--- src/rtl/sha1_message_digest_macros.svh ---
// Assertion macros used by the SHA-1 digest top level.
`ifndef SHA1_MESSAGE_DIGEST_MACROS_SVH
`define SHA1_MESSAGE_DIGEST_MACROS_SVH

// Same-cycle implication, checked on every rising edge outside reset.
`define SHA1_ASSERT_NOW(label, ante, cons, msg) \
  label: assert property (@(posedge clk) disable iff (rst) (ante) |-> (cons)) \
    else $error(msg);

// Next-cycle implication, checked on every rising edge outside reset.
`define SHA1_ASSERT_NEXT(label, ante, cons, msg) \
  label: assert property (@(posedge clk) disable iff (rst) (ante) |=> (cons)) \
    else $error(msg);

`endif

--- src/rtl/sha1_pkg.sv ---
// Shared types and constants for the SHA-1 digest block.
`timescale 1ns / 1ps
package sha1_pkg;

  localparam int WORD_W   = 32;
  localparam int NUM_SCHED = 16;
  localparam int NUM_HASH = 5;
  localparam int COUNT_W  = 61;
  localparam int LEN_W    = 64;
  localparam int FILL_W   = 6;
  localparam int RND_W    = 7;

  localparam logic [RND_W-1:0]  ROUND_LAST = 7'd79;
  localparam logic [RND_W-1:0]  ROUND_P2   = 7'd20;
  localparam logic [RND_W-1:0]  ROUND_P3   = 7'd40;
  localparam logic [RND_W-1:0]  ROUND_P4   = 7'd60;
  localparam logic [FILL_W-1:0] FILL_LAST  = 6'd63;
  localparam logic [2:0]        IDX_LAST   = 3'd4;
  localparam logic [7:0]        PAD_MARK   = 8'h80;

  // Word 0 of the chain sits at index 4.
  localparam logic [NUM_HASH-1:0][WORD_W-1:0] H_INIT = {
    32'h67452301, 32'hEFCDAB89, 32'h98BADCFE, 32'h10325476, 32'hC3D2E1F0
  };

  localparam logic [WORD_W-1:0] K_P1 = 32'h5A827999;
  localparam logic [WORD_W-1:0] K_P2 = 32'h6ED9EBA1;
  localparam logic [WORD_W-1:0] K_P3 = 32'h8F1BBCDC;
  localparam logic [WORD_W-1:0] K_P4 = 32'hCA62C1D6;

  typedef enum logic [1:0] {
    PUSH_MSG,
    PUSH_MARK,
    PUSH_ZERO,
    PUSH_LEN
  } push_sel_t;

  typedef struct packed {
    logic      push;       // shift one byte into the block
    push_sel_t push_sel;
    logic      cap_len;    // latch the message bit length
    logic      load_work;  // copy chain into working vars, clear round count
    logic      round;      // run one compression round
    logic      add_chain;  // fold working vars into the chain
    logic      finish;     // hand digest to output, restart chain
  } dp_cmd_t;

  typedef struct packed {
    logic [FILL_W-1:0] fill;
    logic              round_last;
    logic              out_busy;
  } dp_stat_t;

endpackage

--- src/rtl/sha1_ctrl.sv ---
// Sequencer for byte intake, padding, compression and digest hand-off.
`timescale 1ns / 1ps
module sha1_ctrl (
  input  logic               clk,
  input  logic               rst,
  input  logic               in_valid,
  input  logic               byte_valid,
  input  logic               msg_end,
  input  sha1_pkg::dp_stat_t stat,
  output logic               in_stall,
  output sha1_pkg::dp_cmd_t  cmd
);
  import sha1_pkg::*;

  typedef enum logic [2:0] {
    S_IDLE,
    S_PAD,
    S_ROUND,
    S_ADD,
    S_DONE
  } state_t;

  state_t state, state_next;
  logic   pend, pend_next;       // message ended, padding still owed
  logic   fin, fin_next;         // block in flight is the last one
  logic   mark, mark_next;       // 0x80 already pushed
  logic   wrap, wrap_next;       // length goes in the following block

  logic accept;
  logic fill_hi;

  assign accept   = in_valid && (state == S_IDLE);
  assign in_stall = (state != S_IDLE);
  assign fill_hi  = (stat.fill[5:3] == 3'b111);

  always_comb begin
    state_next = state;
    pend_next  = pend;
    fin_next   = fin;
    mark_next  = mark;
    wrap_next  = wrap;
    cmd        = '0;
    cmd.push_sel = PUSH_MSG;
    case (state)
      S_IDLE: begin
        if (accept) begin
          if (byte_valid) begin
            cmd.push = 1'b1;
            if (stat.fill == FILL_LAST) begin
              cmd.load_work = 1'b1;
              pend_next     = msg_end;
              fin_next      = 1'b0;
              state_next    = S_ROUND;
            end else if (msg_end) begin
              state_next = S_PAD;
            end
          end else if (msg_end) begin
            state_next = S_PAD;
          end
        end
      end
      S_PAD: begin
        cmd.push = 1'b1;
        if (!mark) begin
          cmd.push_sel = PUSH_MARK;
          cmd.cap_len  = 1'b1;
          mark_next    = 1'b1;
          wrap_next    = fill_hi;
          if (stat.fill == FILL_LAST) begin
            cmd.load_work = 1'b1;
            fin_next      = 1'b0;
            wrap_next     = 1'b0;
            state_next    = S_ROUND;
          end
        end else begin
          cmd.push_sel = (fill_hi && !wrap) ? PUSH_LEN : PUSH_ZERO;
          if (stat.fill == FILL_LAST) begin
            cmd.load_work = 1'b1;
            fin_next      = !wrap;
            wrap_next     = 1'b0;
            state_next    = S_ROUND;
          end
        end
      end
      S_ROUND: begin
        cmd.round = 1'b1;
        if (stat.round_last) begin
          state_next = S_ADD;
        end
      end
      S_ADD: begin
        cmd.add_chain = 1'b1;
        if (fin) begin
          state_next = S_DONE;
        end else if (pend) begin
          state_next = S_PAD;
        end else begin
          state_next = S_IDLE;
        end
      end
      S_DONE: begin
        if (!stat.out_busy) begin
          cmd.finish = 1'b1;
          pend_next  = 1'b0;
          fin_next   = 1'b0;
          mark_next  = 1'b0;
          wrap_next  = 1'b0;
          state_next = S_IDLE;
        end
      end
      default: begin
        state_next = S_IDLE;
      end
    endcase
    // Entering padding straight from intake marks the message as ended.
    if (state == S_IDLE && state_next == S_PAD) begin
      pend_next = 1'b1;
    end
  end

  always_ff @(posedge clk) begin
    if (rst) begin
      state <= S_IDLE;
      pend  <= 1'b0;
      fin   <= 1'b0;
      mark  <= 1'b0;
      wrap  <= 1'b0;
    end else begin
      state <= state_next;
      pend  <= pend_next;
      fin   <= fin_next;
      mark  <= mark_next;
      wrap  <= wrap_next;
    end
  end

endmodule

--- src/rtl/sha1_dpath.sv ---
// Block register, rolling schedule, round logic, chain and digest output.
`timescale 1ns / 1ps
module sha1_dpath (
  input  logic               clk,
  input  logic               rst,
  input  sha1_pkg::dp_cmd_t  cmd,
  input  logic [7:0]         msg_byte,
  input  logic               out_stall,
  output sha1_pkg::dp_stat_t stat,
  output logic               out_valid,
  output logic [31:0]        digest_word,
  output logic [2:0]         word_index,
  output logic               last_word
);
  import sha1_pkg::*;

  logic [NUM_SCHED-1:0][WORD_W-1:0] sched;    // index 15 holds W of this round
  logic [WORD_W-1:0]                a, b, c, d, e;
  logic [NUM_HASH-1:0][WORD_W-1:0]  h;
  logic [COUNT_W-1:0]               byte_count;
  logic [LEN_W-1:0]                 len_bits;
  logic [RND_W-1:0]                 rnd;
  logic [NUM_HASH-1:0][WORD_W-1:0]  out_words;
  logic [2:0]                       out_idx;
  logic                             out_busy;

  logic [7:0]        push_byte;
  logic [WORD_W-1:0] f, k, tmp, w_mix, w_new;
  logic              out_take;

  always_comb begin
    case (cmd.push_sel)
      PUSH_MSG:  push_byte = msg_byte;
      PUSH_MARK: push_byte = PAD_MARK;
      PUSH_LEN:  push_byte = len_bits[{~byte_count[2:0], 3'b000} +: 8];
      default:   push_byte = 8'h00;
    endcase
  end

  always_comb begin
    if (rnd < ROUND_P2) begin
      f = (b & c) | (~b & d);
      k = K_P1;
    end else if (rnd < ROUND_P3) begin
      f = b ^ c ^ d;
      k = K_P2;
    end else if (rnd < ROUND_P4) begin
      f = (b & c) | (b & d) | (c & d);
      k = K_P3;
    end else begin
      f = b ^ c ^ d;
      k = K_P4;
    end
    tmp   = {a[26:0], a[31:27]} + f + e + k + sched[15];
    w_mix = sched[2] ^ sched[7] ^ sched[13] ^ sched[15];
    w_new = {w_mix[30:0], w_mix[31]};
  end

  assign out_take = out_busy && !out_stall;

  always_ff @(posedge clk) begin
    if (cmd.push) begin
      sched <= (NUM_SCHED * WORD_W)'({sched, push_byte});
    end else if (cmd.round) begin
      sched <= {sched[14:0], w_new};
    end
    if (cmd.cap_len) begin
      len_bits <= {byte_count, 3'b000};
    end
    if (cmd.load_work) begin
      a <= h[4];
      b <= h[3];
      c <= h[2];
      d <= h[1];
      e <= h[0];
    end else if (cmd.round) begin
      a <= tmp;
      b <= a;
      c <= {b[1:0], b[31:2]};
      d <= c;
      e <= d;
    end
    if (cmd.finish) begin
      out_words <= h;
    end else if (out_take) begin
      out_words <= {out_words[3:0], {WORD_W{1'b0}}};
    end
  end

  always_ff @(posedge clk) begin
    if (rst) begin
      h          <= H_INIT;
      byte_count <= '0;
      rnd        <= '0;
      out_idx    <= '0;
      out_busy   <= 1'b0;
    end else begin
      if (cmd.finish) begin
        h          <= H_INIT;
        byte_count <= '0;
      end else begin
        if (cmd.add_chain) begin
          h[4] <= h[4] + a;
          h[3] <= h[3] + b;
          h[2] <= h[2] + c;
          h[1] <= h[1] + d;
          h[0] <= h[0] + e;
        end
        if (cmd.push) begin
          byte_count <= byte_count + 1'b1;
        end
      end
      if (cmd.load_work) begin
        rnd <= '0;
      end else if (cmd.round) begin
        rnd <= rnd + 1'b1;
      end
      if (cmd.finish) begin
        out_idx  <= '0;
        out_busy <= 1'b1;
      end else if (out_take) begin
        out_idx <= out_idx + 1'b1;
        if (out_idx == IDX_LAST) begin
          out_busy <= 1'b0;
        end
      end
    end
  end

  assign stat.fill       = byte_count[FILL_W-1:0];
  assign stat.round_last = (rnd == ROUND_LAST);
  assign stat.out_busy   = out_busy;

  assign out_valid   = out_busy;
  assign digest_word = out_words[4];
  assign word_index  = out_idx;
  assign last_word   = (out_idx == IDX_LAST);

endmodule

--- src/rtl/sha1_message_digest.sv ---
// Top level of the byte-serial SHA-1 digest block.
`timescale 1ns / 1ps
// SHA-1 over a byte stream. Each accepted word carries at most one message byte
// (byte_valid) and may close the message (msg_end); a word with neither flag does
// nothing. Bytes enter a 512-bit block register at one per cycle while in_stall is
// low. The word that brings the 64th byte of a block raises in_stall while the 80
// rounds of the single round unit run, one per cycle, and then while the working
// variables are folded into the chain value. On msg_end the sequencer pads the
// block itself, one byte per cycle (0x80, zeros, then the 64-bit big-endian bit
// length), followed by one compression, or by two when more than 55 bytes were
// pending, and then loads the output register. The five digest words then leave
// through that separate output register, word 0 (most significant) first with
// last_word on word 4, and the chain returns to the SHA-1 initial value. Intake
// reopens while the digest is still being read out; only a second digest waits
// until the first has been fully taken.
module sha1_message_digest (
  input  logic        clk,
  input  logic        rst,
  input  logic        in_valid,
  output logic        in_stall,
  input  logic [7:0]  msg_byte,
  input  logic        byte_valid,
  input  logic        msg_end,
  output logic        out_valid,
  input  logic        out_stall,
  output logic [31:0] digest_word,
  output logic [2:0]  word_index,
  output logic        last_word
);
  import sha1_pkg::*;

  dp_cmd_t  cmd;
  dp_stat_t stat;

  // Sequencer: owns intake, padding order and the hand-off to the output.
  sha1_ctrl u_ctrl (
    .clk        (clk),
    .rst        (rst),
    .in_valid   (in_valid),
    .byte_valid (byte_valid),
    .msg_end    (msg_end),
    .stat       (stat),
    .in_stall   (in_stall),
    .cmd        (cmd)
  );

  // Datapath: block register doubles as the rolling 16-word schedule.
  sha1_dpath u_dpath (
    .clk         (clk),
    .rst         (rst),
    .cmd         (cmd),
    .msg_byte    (msg_byte),
    .out_stall   (out_stall),
    .stat        (stat),
    .out_valid   (out_valid),
    .digest_word (digest_word),
    .word_index  (word_index),
    .last_word   (last_word)
  );

`include "sha1_message_digest_macros.svh"

  // A byte that completes a block must hold off intake for the rounds.
  `SHA1_ASSERT_NEXT(a_full_block_stalls,
    in_valid && !in_stall && byte_valid && stat.fill == FILL_LAST, in_stall,
    "intake open during compression")
  // Message end always starts padding, so intake closes.
  `SHA1_ASSERT_NEXT(a_end_stalls,
    in_valid && !in_stall && msg_end, in_stall,
    "intake open after message end")
  // Taking the last digest word drains the output register.
  `SHA1_ASSERT_NEXT(a_last_drains,
    out_valid && !out_stall && last_word, !out_valid,
    "output still valid after last word")
  // Digest words leave in order.
  `SHA1_ASSERT_NEXT(a_index_steps,
    out_valid && !out_stall && !last_word, word_index == $past(word_index) + 3'd1,
    "digest word index skipped")
  // Only word 4 is flagged last.
  `SHA1_ASSERT_NOW(a_last_index,
    out_valid, last_word == (word_index == IDX_LAST),
    "last_word disagrees with index")

endmodule

--- config.mk ---
export PLATFORM = sky130hd
export DESIGN_NAME = sha1_message_digest
export DESIGN_NICKNAME = d
export VERILOG_FILES = /design/src/rtl/sha1_pkg.sv /design/src/rtl/sha1_ctrl.sv /design/src/rtl/sha1_dpath.sv /design/src/rtl/sha1_message_digest.sv
export VERILOG_INCLUDE_DIRS = /design/src /design/src/rtl
export SDC_FILE = /design/constraint.sdc
export NUM_CORES = 2
export LEC_CHECK = 0
export BUFFER_PORTS_ARGS = -buffer_cell sky130_fd_sc_hd__buf_2
export CAP_MARGIN = 20
export CORE_MARGIN = 8
export CORE_UTILIZATION = 53
export CTS_BUF_LIST = sky130_fd_sc_hd__clkbuf_16
export CTS_CLUSTER_DIAMETER = 120
export CTS_CLUSTER_SIZE = 12
export DETAILED_ROUTE_END_ITERATION = 12
export PLACE_DENSITY = 0.76
export SYNTH_ARGS = -nofsm -noshare
export SYNTH_HDL_FRONTEND = slang
export SYNTH_HIERARCHICAL = 1
export SYNTH_SLANG_ARGS = --single-unit
--- constraint.sdc ---
create_clock -name clk -period 14.09 [get_ports clk]
set_input_delay 2.818 -clock clk [delete_from_list [all_inputs] [get_ports clk]]
set_output_delay 2.818 -clock clk [all_outputs]
set_load 0.03 [all_outputs]
==> reports/results.ini <==
[clock_network]
cts_tree=built
numCtsBuffers=104
cts-resized-gates=0
clockRootBuffer=clkbuf_16
postCtsHoldBufs=0
clk_latency_ns=0.74
htree_levels=3
cts.repair_timing.setup_buffer_count=0
cts_sinks=1132
clockBufferDepth=3
path_clk_slew_ns=0.08

[synthesis]
postSynth.asyncResetShare_pct=0
synth_edf_count=893
synthTopCellsByCount=edfxtp_1 (893), mux2_2 (725), nor2_1 (324), nand2_1 (299), inv_1 (246)
synth_top_family_by_area=multiplexers
synthXorXnorAreaFrac_pct=4.06
yosysTopAreaCell=edfxtp_1
synth_area_per_cell_um2=12.4
synth.most_common_cell=edfxtp_1
yosysSeqAreaShare_pct=52.6
synth_top_area_share_pct=44.6
synth-simple-area-share_pct=8.06
synth-compound-area-share_pct=8.42
synth_fa_ha_area_share_pct=8.26
synth_cell_types=88
synth_mux_area_share_pct=15.4
synth_ff_type=edfxtp_1
synth_nets=5189
yosysWarnings=6
synth-seq-cells=1132
synth.area.top_cells=edfxtp_1 (45%), mux2_2 (14%), dfxtp_1 (8.0%)
syn_area_mm2=0.0601
synth_cells=4853

[timing]
finalHoldViolCount=0
min_period_ns=7.22
fin_setup_tns_ns=0
worst_pin_slew_ns=1.08
skew_ns=0.0599
finalSetupViolCount=0
holdWs_ns=0.457
rsz0062_at_grt=no
slew_violations=0
slew_headroom_pct=28.0
fin_crit_sh_pct=51.2
max_freq_mhz=139

[layout]
final_area_mm2=0.0647
fillers=8959
area_delta_synth_final_pct=7.55
nNetsFinal=5152
final_util_pct=57.5
drive_above_1_share_pct=20.2

[power_and_ir_drop]
p_leak_nw=23.8
power_density_mw_per_mm2=116
ir_drop_v=0.000104

[worst_setup_path]
slowest_stage=inv_1
worstPathCellList=a41oi_1 -> nand2_1 -> buf_4 -> inv_1 -> nor2_2 -> buf_4 -> a221o_1 -> fa_1 -> inv_1 -> fa_1 -> inv_1 -> ha_1 -> a21o_1 -> a21oi_1 -> nor2_1 -> a21oi_1 -> o211ai_1 -> a211o_1 -> a31o_2 -> a21o_1 -> a211oi_1 -> o21ai_1
reg2reg_from=u_dpath/rnd[4]$_SDFFE_PP0P_
crit_top_cell=inv_1
cp.required_ns=14.54
crit_fanout=20
r2r_end=u_dpath/a[28]$_DFFE_PP_
end_kind=flip-flop
reg2reg_depth=22
ff2ff_setup_slack_ns=6.87
worst_path_dominant_cell_family=compound AO/OA/AOI/OAI gates
crit_arrival_ns=7.66
criticalPathCategory=flip-flop to flip-flop
critPathLaunch=u_dpath/rnd[4]$_SDFFE_PP0P_
max_stage_delay_ns=0.79
path_buf_inv=5
critPathLaunchType=flip-flop

[die]
ios=52
dieArea_mm2=0.124
initial_core_util_pct=53.4
std_cell_rows=123
core_mm2=0.112
die_y_um=353
die_w_um=353

[routing]
drcViolationCount=0
first_pass_iters=5
via_count=38000
first_iter_violations=3729
wl_um=139000
ant_nets=0
wl_per_cell_um=21.7
avgViaCountPerCell=5.94

[min_path]
hold_class=flip-flop to flip-flop
hold_path_depth=0
whs_endpoint=u_dpath/len_bits[63]$_DFFE_PP_
min_from=u_dpath/byte_count[60]$_SDFFE_PP0P_

[run]
cap_violations=0

[placement]
placed_area_mm2=0.0616
io_buffers=51
dp_hpwl_um=96700
gp_congestion=0.928

[global_routing]
grt_pass1_wl_um=216000
grt_overflow=0
track_usage_pct=21.5
grt_pass1_vias=37400
antenna_found_initial=3
grt_max_degree=197

[outcome]
status=complete, no violations

==> power by group <==
| group | internal, W | switching, W | total (W) |
|---|---|---|---|
| Clock | 0.00134 | 0.00125 | 0.00259 |
| Combinational | 0.000425 | 0.000451 | 0.000876 |
| Sequential | 0.00388 | 0.000127 | 0.00400 |
==> final cells by class <==
class	count	area [um^2]	area share (%)
sequential	1132	31600	48.9
multi-input combinational	3242	26600	41.1
clock buffer	104	2600	4.03
tap	1500	1880	2.90
inverter	248	938	1.45
timing repair buffer	88	583	0.902
clock inverter	80	452	0.699
antenna	1	2.50	0.00387
==> worst reg2reg max path: stages, from the launching register on <==
cell	delay [ns]
dfxtp_1	0.39
a41oi_1	0.75
nand2_1	0.10
buf_4	0.30
inv_1	0.79
nor2_2	0.33
buf_4	0.32
a221o_1	0.34
fa_1	0.49
inv_1	0.06
fa_1	0.56
inv_1	0.06
ha_1	0.28
a21o_1	0.18
a21oi_1	0.26
nor2_1	0.07
a21oi_1	0.23
o211ai_1	0.23
a211o_1	0.35
a31o_2	0.26
a21o_1	0.17
a211oi_1	0.27
o21ai_1	0.12
==> sequential cells by signal (all words and copies together), names as in the netlist, 3 cells and up <==
| name | count |
|---|---|
| u_dpath/word_index | 3 |
| u_dpath/len_bits | 61 |
| u_ctrl/state | 3 |
| u_dpath/sched | 512 |
| u_dpath/out_words | 128 |
| u_dpath/rnd | 7 |
| u_dpath/digest_word | 32 |
| u_dpath/byte_count | 61 |
| u_dpath/e | 32 |
| u_dpath/a | 32 |
| u_dpath/c | 32 |
| u_dpath/d | 32 |
| u_dpath/h | 160 |
| u_dpath/b | 32 |
==> layout by cell type (no fill, tap or decap), types with 45 or more instances in the layout <==
cell       Yosys  routed
mux2_2       725     725
edfxtp_1     893     893
nor3_1        49      48
nand2_1      299     299
a21o_1        80      80
ha_1         197     197
buf_2          2      51
a21oi_1      202     202
dfxtp_1      239     239
and2_1        49      49
nor2_1       324     319
xor2_1        79      79
fa_1         125     125
nand3_1       67      67
o21ai_0      234     234
mux2i_1       78      78
inv_1        246     316
clkbuf_16      0     104
and3_1        45      45
xnor2_1      200     200
==> logic make-up after synthesis <==
| group | Yosys count |
|---|---|
| flops | 1132 |
| simple gates | 1022 |
| mux | 816 |
| compound gates | 803 |
| buf+inv | 479 |
| fa+ha+maj | 322 |
| xor+xnor | 279 |
==> through the flow <==
stage / instances / worst slack, ns / power, W
6_report: 6395 / 6.87 / 0.00747
3_5_place_dp: 6210 / 6.53 / 0.00494
5_1_grt: 6394 / 6.55 / 0.00775
3_3_place_gp: 6210 / 6.53 / 0.00491
2_1_floorplan: 4853 / 3.30 / 0.00474
4_1_cts: 6394 / 6.98 / 0.00752
==> how the worst max path moves through the flow <==
| stage | endpoint | cells after the start |
|---|---|---|
| finish | u_dpath/a[28]$_DFFE_PP_ | 22 |
| global route | u_dpath/a[27]$_DFFE_PP_ | 23 |
| CTS | u_dpath/a[28]$_DFFE_PP_ | 22 |
| detailed placement | u_dpath/d[20]$_DFFE_PP_ | 9 |
| global placement | u_dpath/d[19]$_DFFE_PP_ | 9 |
| floorplan | u_dpath/sched[0]$_DFFE_PP_ | 6 |
==> layer usage <==
layer | track usage, % | vias to the layer above | routed length [um]
met3 | 2.97 | 266 | 8410
met5 | 0 | - | 0
met4 | 7.63 | 0 | 5080
li1 | - | 17600 | -
met2 | 35.1 | 1238 | 65100
met1 | 29.6 | 18900 | 60300
(Power assumes the default switching activity.)
